`config.mk`:
```
export PLATFORM = sky130hd
export DESIGN_NAME = positional_list_insert_delete
export DESIGN_NICKNAME = d
export VERILOG_FILES = /design/src/rtl/pla_pkg.sv /design/src/rtl/positional_list_insert_delete.sv /design/src/rtl/pla_datapath.sv /design/src/rtl/pla_ctrl.sv
export VERILOG_INCLUDE_DIRS = /design/src /design/src/rtl
export SDC_FILE = /design/constraint.sdc
export NUM_CORES = 1
export LEC_CHECK = 0
export BUFFER_PORTS_ARGS = -buffer_cell sky130_fd_sc_hd__buf_2
export CORE_AREA = 2 2 232 234
export CTS_CLUSTER_DIAMETER = 40
export CTS_CLUSTER_SIZE = 10
export DETAILED_ROUTE_END_ITERATION = 16
export DIE_AREA = 0 0 234 236
export MAX_ROUTING_LAYER = met4
export PLACE_DENSITY = 0.71
export SLEW_MARGIN = 25
export SYNTH_ARGS = -nofsm -noshare
export SYNTH_HDL_FRONTEND = slang
export SYNTH_HIERARCHICAL = 1
export SYNTH_SLANG_ARGS = --single-unit
export TNS_END_PERCENT = 5
```
`constraint.sdc`:
```
create_clock -name clk -period 9.1 [get_ports clk]
set_clock_uncertainty 0.05 [all_clocks]
set_input_delay 0.455 -clock clk [delete_from_list [all_inputs] [get_ports clk]]
set_output_delay 0.455 -clock clk [all_outputs]
set_load 0.005 [all_outputs]
```
`src/rtl/positional_list_insert_delete_defines.svh`:
```
// Assertion macros used by the list datapath. Both forms expect clk and rst_n in scope.
`ifndef POSITIONAL_LIST_INSERT_DELETE_DEFINES_SVH
`define POSITIONAL_LIST_INSERT_DELETE_DEFINES_SVH

`ifndef NO_ASSERTIONS

// Condition c must hold in the same cycle as a.
`define PLA_ASSERT_IMPL(lbl, a, c) \
  lbl: assert property (@(posedge clk) disable iff (!rst_n) (a) |-> (c)) \
    else $error("list assertion failed");

// Condition c must hold in the cycle after a.
`define PLA_ASSERT_NEXT(lbl, a, c) \
  lbl: assert property (@(posedge clk) disable iff (!rst_n) (a) |=> (c)) \
    else $error("list assertion failed");

`else

`define PLA_ASSERT_IMPL(lbl, a, c)
`define PLA_ASSERT_NEXT(lbl, a, c)

`endif

`endif

```
`src/rtl/pla_pkg.sv`:
```
package pla_pkg;

  localparam int CAPACITY   = 16;
  localparam int DATA_WIDTH = 32;
  localparam int IDX_W      = $clog2(CAPACITY);
  localparam int CNT_W      = $clog2(CAPACITY + 1);
  localparam int POS_W      = 5;
  localparam int CMP_W      = (CNT_W > POS_W) ? CNT_W : POS_W;

  localparam logic [1:0] OP_INSERT = 2'd0;
  localparam logic [1:0] OP_DELETE = 2'd1;
  localparam logic [1:0] OP_READ   = 2'd2;

  localparam logic [1:0] ST_OK      = 2'd0;
  localparam logic [1:0] ST_BAD_POS = 2'd1;
  localparam logic [1:0] ST_FULL    = 2'd2;
  localparam logic [1:0] ST_EMPTY   = 2'd3;

  typedef struct packed {
    logic [1:0]        operation;
    logic [POS_W-1:0]  position;
    logic signed [31:0] value_in;
  } in_t;

  typedef struct packed {
    logic [1:0]         status;
    logic signed [31:0] value_out;
    logic [4:0]         count;
  } out_t;

  // Commands from the controller to the datapath.
  typedef struct packed {
    logic load;
    logic decide;
    logic rd_shift;
    logic wr_shift;
    logic rd_pos;
    logic commit;
    logic out_load;
  } cmd_t;

  // Status from the datapath to the controller.
  typedef struct packed {
    logic ok;
    logic is_read;
    logic pos_zero;
    logic more;
    logic out_free;
  } sts_t;

  // Physical slot of a logical index; logical never exceeds CAPACITY.
  function automatic logic [IDX_W-1:0] slot_of(input logic [IDX_W-1:0] head,
                                               input logic [CNT_W-1:0] logical);
    logic [CNT_W:0] sum;
    sum = {{(CNT_W + 1 - IDX_W){1'b0}}, head} + {1'b0, logical};
    if (sum >= (CNT_W + 1)'(CAPACITY)) begin
      sum = sum - (CNT_W + 1)'(CAPACITY);
    end
    return sum[IDX_W-1:0];
  endfunction

endpackage

```
`src/rtl/positional_list_insert_delete.sv`:
```
// Sequence: a read or a refused item goes from its input beat through decide to its result
// beat; an insert or delete at position 0 also passes commit, one elsewhere also walks the
// shift loop once for each entry moved (at most 14) before commit.
// Throughput: one item at a time; the next input beat is taken only after the result is
// loaded, and the result waits in the controller while the output register is still full.
// Reset (rst_n low, synchronous): the list is emptied, head returns to slot 0, no result
// is pending and no input beat is taken; the entry store itself is not cleared.
module positional_list_insert_delete
  import pla_pkg::*;
(
  input  logic clk,
  input  logic rst_n,
  input  logic in_valid,
  output logic in_ready,
  input  in_t  in_data,
  output logic out_valid,
  input  logic out_ready,
  output out_t out_data
);

  // The controller sequences each item: it captures the input beat, lets the
  // datapath judge the item against the current count, walks the shift loop
  // one entry at a time, commits head and count, and finally hands the result
  // to the output register. The output register lets the finished result wait
  // for the consumer while the controller returns to accept the next beat.
  cmd_t cmd;
  sts_t sts;

  pla_ctrl u_ctrl (
    .clk      (clk),
    .rst_n    (rst_n),
    .in_valid (in_valid),
    .in_ready (in_ready),
    .sts      (sts),
    .cmd      (cmd)
  );

  // The datapath holds the circular store, the head index, the entry count,
  // the loop index and the result register. Entries move through a registered
  // read followed by a write, so shifting never needs more than one port.
  pla_datapath u_dp (
    .clk       (clk),
    .rst_n     (rst_n),
    .in_data   (in_data),
    .cmd       (cmd),
    .out_ready (out_ready),
    .sts       (sts),
    .out_valid (out_valid),
    .out_data  (out_data)
  );

endmodule

```
`src/rtl/pla_datapath.sv`:
```
`include "positional_list_insert_delete_defines.svh"

module pla_datapath
  import pla_pkg::*;
(
  input  logic clk,
  input  logic rst_n,
  input  in_t  in_data,
  input  cmd_t cmd,
  input  logic out_ready,
  output sts_t sts,
  output logic out_valid,
  output out_t out_data
);

  logic [1:0]            op_r;
  logic [POS_W-1:0]      pos_r;
  logic [DATA_WIDTH-1:0] word_r;
  logic [IDX_W-1:0]      head_r;
  logic [CNT_W-1:0]      count_r;
  logic [CNT_W-1:0]      j_r;
  logic [1:0]            status_r;
  logic [DATA_WIDTH-1:0] mem [CAPACITY];
  logic [DATA_WIDTH-1:0] rdata_r;
  logic                  out_valid_r;
  out_t                  out_r;

  logic [1:0]            st;
  logic                  st_ok;
  logic [CMP_W-1:0]      pos_x;
  logic [CMP_W-1:0]      cnt_x;
  logic [CNT_W-1:0]      pos_l;
  logic                  is_insert;
  logic                  more;
  logic [IDX_W-1:0]      head_dec;
  logic [IDX_W-1:0]      head_inc;
  logic                  rd_en;
  logic [IDX_W-1:0]      rd_addr;
  logic                  wr_en;
  logic [IDX_W-1:0]      wr_addr;
  logic [DATA_WIDTH-1:0] wr_data;

  assign pos_x     = CMP_W'(pos_r);
  assign cnt_x     = CMP_W'(count_r);
  assign pos_l     = CNT_W'(pos_r);
  assign is_insert = (op_r == OP_INSERT);
  assign head_dec  = (head_r == '0) ? IDX_W'(CAPACITY - 1) : head_r - IDX_W'(1);
  assign head_inc  = (head_r == IDX_W'(CAPACITY - 1)) ? '0 : head_r + IDX_W'(1);

  // Status of the held item against the state before it.
  always_comb begin
    st = ST_BAD_POS;
    unique case (op_r)
      OP_INSERT: begin
        if (pos_x > cnt_x) begin
          st = ST_BAD_POS;
        end else if (count_r >= CNT_W'(CAPACITY)) begin
          st = ST_FULL;
        end else begin
          st = ST_OK;
        end
      end
      OP_DELETE, OP_READ: begin
        if (count_r == '0) begin
          st = ST_EMPTY;
        end else if (pos_x >= cnt_x) begin
          st = ST_BAD_POS;
        end else begin
          st = ST_OK;
        end
      end
      default: st = ST_BAD_POS;
    endcase
  end

  assign st_ok = (st == ST_OK);

  // Insert moves entries from the tail down to the position; delete moves
  // entries after the position up toward it.
  assign more = is_insert ? (j_r > pos_l)
                          : (({1'b0, j_r} + (CNT_W + 1)'(1)) < {1'b0, count_r});

  assign sts.ok       = st_ok;
  assign sts.is_read  = (op_r == OP_READ);
  assign sts.pos_zero = (pos_r == '0);
  assign sts.more     = more;
  assign sts.out_free = !out_valid_r || out_ready;

  assign rd_en   = cmd.rd_shift || cmd.rd_pos;
  assign rd_addr = cmd.rd_pos ? slot_of(head_r, pos_l)
                 : slot_of(head_r, is_insert ? j_r - CNT_W'(1) : j_r + CNT_W'(1));
  assign wr_en   = cmd.wr_shift || (cmd.commit && is_insert);
  assign wr_addr = cmd.wr_shift ? slot_of(head_r, j_r)
                 : ((pos_r == '0) ? head_dec : slot_of(head_r, pos_l));
  assign wr_data = cmd.wr_shift ? rdata_r : word_r;

  always_ff @(posedge clk) begin
    if (wr_en) begin
      mem[wr_addr] <= wr_data;
    end
    if (rd_en) begin
      rdata_r <= mem[rd_addr];
    end
  end

  always_ff @(posedge clk) begin
    if (cmd.load) begin
      op_r   <= in_data.operation;
      pos_r  <= in_data.position;
      word_r <= DATA_WIDTH'($unsigned(in_data.value_in));
    end
    if (cmd.decide) begin
      status_r <= st;
      j_r      <= is_insert ? count_r : pos_l;
    end else if (cmd.wr_shift) begin
      j_r <= is_insert ? j_r - CNT_W'(1) : j_r + CNT_W'(1);
    end
    if (cmd.out_load) begin
      out_r.status    <= status_r;
      out_r.value_out <= (sts.is_read && status_r == ST_OK) ? 32'(rdata_r) : '0;
      out_r.count     <= 5'(count_r);
    end
  end

  always_ff @(posedge clk) begin
    if (!rst_n) begin
      head_r      <= '0;
      count_r     <= '0;
      out_valid_r <= 1'b0;
    end else begin
      if (cmd.commit) begin
        if (is_insert) begin
          count_r <= count_r + CNT_W'(1);
          if (pos_r == '0) begin
            head_r <= head_dec;
          end
        end else begin
          count_r <= count_r - CNT_W'(1);
          if (pos_r == '0) begin
            head_r <= head_inc;
          end
        end
      end
      if (cmd.out_load) begin
        out_valid_r <= 1'b1;
      end else if (out_ready) begin
        out_valid_r <= 1'b0;
      end
    end
  end

  assign out_valid = out_valid_r;
  assign out_data  = out_r;

  `PLA_ASSERT_IMPL(a_count_bound, 1'b1, count_r <= CNT_W'(CAPACITY))
  `PLA_ASSERT_NEXT(a_insert_count, cmd.commit && is_insert, count_r == $past(count_r) + CNT_W'(1))
  `PLA_ASSERT_NEXT(a_delete_count, cmd.commit && !is_insert, count_r == $past(count_r) - CNT_W'(1))
  `PLA_ASSERT_IMPL(a_no_overwrite, cmd.out_load, !out_valid_r || out_ready)

endmodule

```
`src/rtl/pla_ctrl.sv`:
```
module pla_ctrl
  import pla_pkg::*;
(
  input  logic clk,
  input  logic rst_n,
  input  logic in_valid,
  output logic in_ready,
  input  sts_t sts,
  output cmd_t cmd
);

  localparam logic [2:0] S_IDLE     = 3'd0;
  localparam logic [2:0] S_DECIDE   = 3'd1;
  localparam logic [2:0] S_LOOP     = 3'd2;
  localparam logic [2:0] S_SHIFT_WR = 3'd3;
  localparam logic [2:0] S_COMMIT   = 3'd4;
  localparam logic [2:0] S_DONE     = 3'd5;

  logic [2:0] state_r;
  logic [2:0] state_nxt;

  always_comb begin
    state_nxt = state_r;
    cmd       = '0;
    in_ready  = 1'b0;
    unique case (state_r)
      S_IDLE: begin
        // No beat is taken while reset is held.
        in_ready = rst_n;
        if (in_valid && rst_n) begin
          cmd.load  = 1'b1;
          state_nxt = S_DECIDE;
        end
      end
      S_DECIDE: begin
        cmd.decide = 1'b1;
        if (!sts.ok) begin
          state_nxt = S_DONE;
        end else if (sts.is_read) begin
          cmd.rd_pos = 1'b1;
          state_nxt  = S_DONE;
        end else if (sts.pos_zero) begin
          state_nxt = S_COMMIT;
        end else begin
          state_nxt = S_LOOP;
        end
      end
      S_LOOP: begin
        if (sts.more) begin
          cmd.rd_shift = 1'b1;
          state_nxt    = S_SHIFT_WR;
        end else begin
          state_nxt = S_COMMIT;
        end
      end
      S_SHIFT_WR: begin
        cmd.wr_shift = 1'b1;
        state_nxt    = S_LOOP;
      end
      S_COMMIT: begin
        cmd.commit = 1'b1;
        state_nxt  = S_DONE;
      end
      S_DONE: begin
        if (sts.out_free) begin
          cmd.out_load = 1'b1;
          state_nxt    = S_IDLE;
        end
      end
      default: state_nxt = S_IDLE;
    endcase
  end

  always_ff @(posedge clk) begin
    if (!rst_n) begin
      state_r <= S_IDLE;
    end else begin
      state_r <= state_nxt;
    end
  end

endmodule

```
==> qor.txt, run 1 <==
Detailed Place HPWL: 27.6 mm
Tmin final: 5.64 ns
# DRC: 0
Die X: 234 um
Slowest stage delay, CP: 0.84 ns
Area Growth Syn to Fin: 17.3%
Max-cap violations: 0
Final Hold Violating Endpoints: 0
ANT nets after route: 0
Slew HR: 0.337
First-pass DRT Iterations: 5
FF+latch area: 0.0191 mm^2
Cells after Synth: 1282
Fin Setup TNS: 0 ns
Max Slew Vio Count: 0
Vias in the first global route: 12948
Max Fclk: 177 MHz
Ys async rst share: 0
Vert. Die Dim: 236 um
Prevailing post-synth register cell: edfxtp_1
Worst-path clk slew: 0.05 ns
GR Util All Layers: 0.208
Clk root buf: clkbuf_16
Final net count: 1541
Worst-case clock buffer depth: 3
CP top delay family: buffers and inverters
Crit Path Max Fanout: 65
Multi-input logic area: 0.00659 mm^2
Share of cells above drive strength 1: 0.288
Max VDD drop: 0.205 mV
EDFF count, synth: 629
CTS buffer count: 88
Crit end category: register
Gp weighted congestion: 0.821
Mapped Avg Cell Area: 20.3 um^2
Leakage Power: 10.4 nW
Grt ovf: 0
Worst Tran Pin Value: 0.995 ns
Initial antenna violation count: 1
PostCTS Resize Cnt: 0
Worst Path Arrival: 5.92 ns
Final setup fails: 0
YS warnings: 6
Routed len/inst: 24.4 um
Synthesized area: 0.0260 mm^2
Min setup slack post-route: 3.46 ns
Placeable Area: 0.0531 mm^2
Syn nets: 1362
First-pass GRT wire length: 81.0 mm
Tot Pwr: 8.79 mW
CTS tree: built
Yosys cell types: 66
Clk_lat worst skew: 0.62 ns
Final wirelength: 54.0 mm
CP required: 9.39 ns
Port bufs: 83
Drt initial violations: 1238
ANT cells: 0
Vias per Instance: 5.77
Fin area: 0.0305 mm^2
Die ar.: 0.0552 mm^2
Clk sink count: 642
HP Class: input port to register
Initial core utilization: 0.491
Pre-CTS setup slack: 3.49 ns
Post-synthesis sequential area ratio: 0.736
Vias: 12760
Buffer and inverter count on the worst path: 3
Power Dens Cells: 288 mW/mm^2
Largest net degree at the start of global routing: 107
Dpl cell area: 0.0274 mm^2
Startpoint types: register
RSZ-0062 raised after global routing: false
Fillers: 3830
Status: finished, final reports clean
Yosys reg bits: 642
# H-tree levels: 3
CP max-delay cell: buf_4
Crit path cell chain: inv_1 > ha_1 > and3_1 > a221oi_1 > o21ai_0 > a211oi_1 > and3_1 > mux2i_4 > buf_4 > buf_4 > mux4_2 > mux2i_1 > mux2i_1
Critical path class: register to register
Crit share post-route: 0.620
Io pins: 84
Num rows: 85
[worst min-delay path, stage by stage]
cell and delay [ns]:
buf_2 0.08, or4_1 0.09, o311a_1 0.15
[cells in the mapped netlist, types with 5 or more instances]
cell	number	area share
and2_1	36	0.0087
buf_6	9	0.0039
nand2b_1	7	0.0017
mux2i_1	109	0.042
nor3b_1	7	0.0020
nor3_2	8	0.0031
dfxtp_1	13	0.010
xnor2_1	13	0.0044
ha_1	34	0.016
buf_1	9	0.0013
buf_4	8	0.0023
mux4_2	128	0.11
xor2_1	8	0.0027
nor2_1	23	0.0033
nand2_1	18	0.0026
o21ai_0	13	0.0025
nand3_1	5	0.00096
mux2_2	33	0.014
inv_1	25	0.0036
a21o_1	6	0.0017
and3_1	6	0.0014
clkbuf_1	18	0.0026
a21oi_1	24	0.0046
o21a_1	7	0.0020
nor2b_1	6	0.0014
buf_2	20	0.0038
edfxtp_1	629	0.73
nor3_1	5	0.00096
[area by class of cell]
class	count	area share
sequential	642	0.627
clock buffer	103	0.0754
multi-input combinational	550	0.216
timing repair buffer	153	0.0351
tap	696	0.0285
clock inverter	40	0.0150
inverter	26	0.00320
[flip-flops by register name, summed over array words and instances (netlist names)]
signal,flops
u_dp/head_r,4
u_ctrl/state_r,3
u_dp/cnt_x,5
u_dp/status_r,2
u_dp/rdata_r,32
u_dp/mem,512
u_dp/word_r,32
u_dp/pos_l,5
u_dp/op_r,2
u_dp/j_r,5
u_dp/out_valid,1
u_dp/out_data,39
[per-layer routing]
metal	vias to the layer above	part of all wire	GRT usage
met2	472	0.49	0.325
met4	0	0.018	0.0608
met1	6645	0.42	0.282
met5	-	0	-
met3	74	0.075	0.0359
li1	5569	-	-
[metrics by stage]
stage / hold slack [ns] / utilization / cells
6_report: 0.155 / 0.575 / 2210
5_1_grt: 0.153 / 0.575 / 2210
4_1_cts: 0.125 / 0.575 / 2209
3_5_place_dp: 0.422 / 0.516 / 2027
3_3_place_gp: 0.412 / 0.515 / 2027
2_1_floorplan: 0.377 / - / 1282
[worst paths after layout]
path,from,endpoint,slack [ns],depth (start not counted)
setup / recovery,u_dp/cnt_x[3]$_SDFFE_PN0P_,u_dp/rdata_r[22]$_DFFE_PP_,3.46,13
hold reg to reg,u_dp/status_r[0]$_DFFE_PP_,u_dp/out_data[37]$_DFFE_PP_,0.43,0
setup reg to reg,u_dp/cnt_x[3]$_SDFFE_PN0P_,u_dp/rdata_r[22]$_DFFE_PP_,3.46,13
hold / removal,in_valid,u_ctrl/state_r[0]$_SDFFE_PN0P_,0.15,3
[cell usage in the layout (no fill, tap or decap), types with 14 or more instances in the layout]
cell,n
a21oi_1,23
and2_1,35
buf_2,83
buf_4,29
clkbuf_16,90
dlygate4sd3_1,39
edfxtp_1,629
ha_1,34
inv_1,25
mux2_2,33
mux2i_1,107
mux4_2,128
nand2_1,18
nor2_1,14
[repair_timing]
action	CTS	global route
endpoints found under the setup margin	0	0
hold buffers	39	0
endpoints found under the hold margin	39	0
setup buffers	0	0
[power by group]
part	internal [mW]	switching, mW
Sequential	3.45	0.0718
Clock	2.00	1.20
Combinational	0.997	1.07
[kinds of logic (layout without fill, tap and decap cells)]
group | Yosys count | after routing | share of synthesized area
compound gates | 77 | 77 | 0.0199
xor+xnor | 21 | 21 | 0.00707
fa+ha+maj | 37 | 37 | 0.0186
buf+inv | 90 | 322 | 0.0177
flops | 642 | 642 | 0.736
mux | 271 | 271 | 0.167
simple gates | 144 | 144 | 0.0338
No activity file was read; power rests on OpenSTA's default activity.
==> run 2, diff against run 1 <==
- ABC_AREA: default -> 1
- CORE_AREA: 2 2 232 234 -> 2 2 237 239
- DIE_AREA: 0 0 234 236 -> 0 0 239 241
- clock period: 9.1 -> 5.7 ns (I/O delays scaled with it)
==> run 2 against run 1 <==
Critical path depth up 6. Clock-buffer cell count down 2. Die area rose by 4.3%. Global-route usage increased by 4.8 points. Worst setup slack worse by 2.5 ns. Via count rose by 49%. Critical endpoint is now u_dp/rdata_r[1]$_DFFE_PP_. Largest cell class unchanged. Largest power group unchanged.
==> qor.txt, run 2 <==
HP Class: input port to register
Yosys top cell by area: edfxtp_1
Clk root buf: clkbuf_16
Max Slew Vio Count: 0
Yosys reg bits: 642
Routed len/inst: 21.6 um
Num rows: 86
Buffer and inverter count on the worst path: 5
Startpoint types: register
Initial antenna violation count: 0
Most area-consuming cells after synthesis: edfxtp_1, nand2_1, o21ai_0
Die ar.: 0.0576 mm^2
Dpl cell area: 0.0288 mm^2
Fillers: 4255
Tmin final: 4.71 ns
ANT nets after route: 0
Yosys cell types: 34
Most common cell in the netlist: edfxtp_1
Reg with most FFs: u_dp/mem
Gp weighted congestion: 0.874
Final setup fails: 0
CTS tree: built
Mapped Avg Cell Area: 11.6 um^2
Met3 usage: 0.0474
Post-synth top area share: 0.692
EDFF count, synth: 629
Slew HR: 0.284
Fin Setup TNS: 0 ns
Slowest stage delay, CP: 0.63 ns
# H-tree levels: 3
Syn nets: 2437
Grt ovf: 0
# DRC: 0
First-pass DRT Iterations: 6
Synthesized area: 0.0273 mm^2
Power Dens Cells: 450 mW/mm^2
Vias in the first global route: 18422
PostCTS Resize Cnt: 0
RSZ-0062 raised after global routing: false
Crit Path Max Fanout: 37
Fin area: 0.0321 mm^2
Io pins: 84
Prevailing post-synth register cell: edfxtp_1
Post-synthesis sequential area ratio: 0.702
Tot Pwr: 14.4 mW
Leakage Power: 12.1 nW
Global routing usage on met1: 0.333
Vias per Instance: 5.81
Max VDD drop: 0.506 mV
Drt initial violations: 2300
Worst Tran Pin Value: 1.07 ns
ANT cells: 0
CP required: 6.03 ns
Final net count: 2587
Share of cells above drive strength 1: 0.125
CP max-delay cell: ha_1
YS warnings: 6
Busiest metal layer after global routing: met2
Crit path cell chain: inv_1 > ha_1 > nand2_1 > inv_1 > nor2_1 > ha_1 > o21bai_1 > xnor2_1 > inv_1 > ha_1 > xnor2_1 > nand2_1 > o21ai_4 > clkinv_2 > buf_4 > o21ai_0 > nand2_1 > nand3_1 > nand2_1
Detailed Place HPWL: 36.7 mm
Most frequent cells in the layout: edfxtp_1, nand2_1, o21ai_0, a21oi_1, inv_1
Worst-case clock buffer depth: 3
Worst-path clk slew: 0.05 ns
Post-CTS setup buffers: 0
Final wirelength: 70.7 mm
Most frequent cell on the critical path: nand2_1
Status: finished, final reports clean
CP top delay family: buffers and inverters
Most instantiated cells after synthesis: edfxtp_1, nand2_1, o21ai_0
Critical path class: register to register
Clk sink count: 642
Worst Path Arrival: 5.04 ns
Cells after Synth: 2357
GR Util All Layers: 0.255
GR met2 Demand/Resource: 0.399
Max-cap violations: 0
Vias: 18963
First-pass GRT wire length: 107 mm
Vert. Die Dim: 241 um
Die X: 239 um
Number of hold buffers added after cts: 41
CTS buffer count: 90
Largest net degree at the start of global routing: 161
Port bufs: 83
Ys async rst share: 0
Initial core utilization: 0.497
Commonest non-fill, non-tap cell in the layout: edfxtp_1
Hold_ws: 0.216 ns
Area Growth Syn to Fin: 17.6%
Max Fclk: 212 MHz
Final Hold Violating Endpoints: 0
Placeable Area: 0.0549 mm^2
Crit share post-route: 0.826
Clk_lat worst skew: 0.64 ns
Largest register FFs: 512
Crit end category: register
## run 2: cell count changes after synthesis, sizes merged, moves of 128 or more
| cell | delta |
|---|---|
| mux4 | -128 |
| nand3 | +163 |
| inv | +164 |
| o21ai | +301 |
| nand2 | +378 |
| a21oi | +225 |
## run 2: where the power goes
part,switching [mW],internal [mW]
logic,2.42,1.12
clock network,2.00,3.35
registers,0.0765,5.47
## run 2: cell type report
type / count / area (um^2) / area share
flip-flops and latches: 642 / 19100 / 0.597
multi-input cells: 1382 / 6940 / 0.216
clock buffers: 101 / 2350 / 0.0731
repair buffers: 200 / 1520 / 0.0475
well taps: 704 / 881 / 0.0275
inverters: 191 / 718 / 0.0224
clock inverters: 46 / 517 / 0.0161
## run 2: worst paths after layout
check        slack (ns)                       start  cells past startpoint                           to
max                0.99      u_dp/op_r[0]$_DFFE_PP_                     19    u_dp/rdata_r[1]$_DFFE_PP_
min                0.22                    in_valid                      3       u_dp/op_r[0]$_DFFE_PP_
max reg2reg        0.99      u_dp/op_r[0]$_DFFE_PP_                     19    u_dp/rdata_r[1]$_DFFE_PP_
min reg2reg        0.40  u_dp/status_r[0]$_DFFE_PP_                      0  u_dp/out_data[37]$_DFFE_PP_
## run 2: cell families (layout without fill, tap and decap cells)
kind of cell | count (synthesis) | in the layout | synth area share
AOI/OAI and AO/OA | 610 | 610 | 0.116
xor gates and xnor gates | 17 | 17 | 0.00546
adders and majority gates | 37 | 37 | 0.0178
buffers and inverters | 333 | 538 | 0.0502
DFF | 642 | 642 | 0.702
and+or+nand+nor | 718 | 718 | 0.109
## run 2: per-stage QoR
| stage | setup slack (ns) | std cells | utilization |
|---|---|---|---|
| after floorplan | 2.17 | 2357 | - |
| after global placement | 1.30 | 3076 | 0.524 |
| after detailed placement | 1.16 | 3077 | 0.524 |
| after CTS | 1.08 | 3265 | 0.584 |
| after global routing | 0.733 | 3266 | 0.584 |
| final | 0.994 | 3266 | 0.584 |
## run 2: tightest hold or removal path: stages
cell and delay, ns:
buf_2 0.10, nand2_1 0.12, nor2_4 0.17
## run 2: layer usage
layer | wire [um] | vias to the layer above | share of wire
met1 | 28100 | 9085 | 0.40
met3 | 7040 | 191 | 0.10
met2 | 33400 | 1030 | 0.47
li1 | - | 8657 | -
met4 | 2180 | 0 | 0.031
met5 | 0 | - | 0
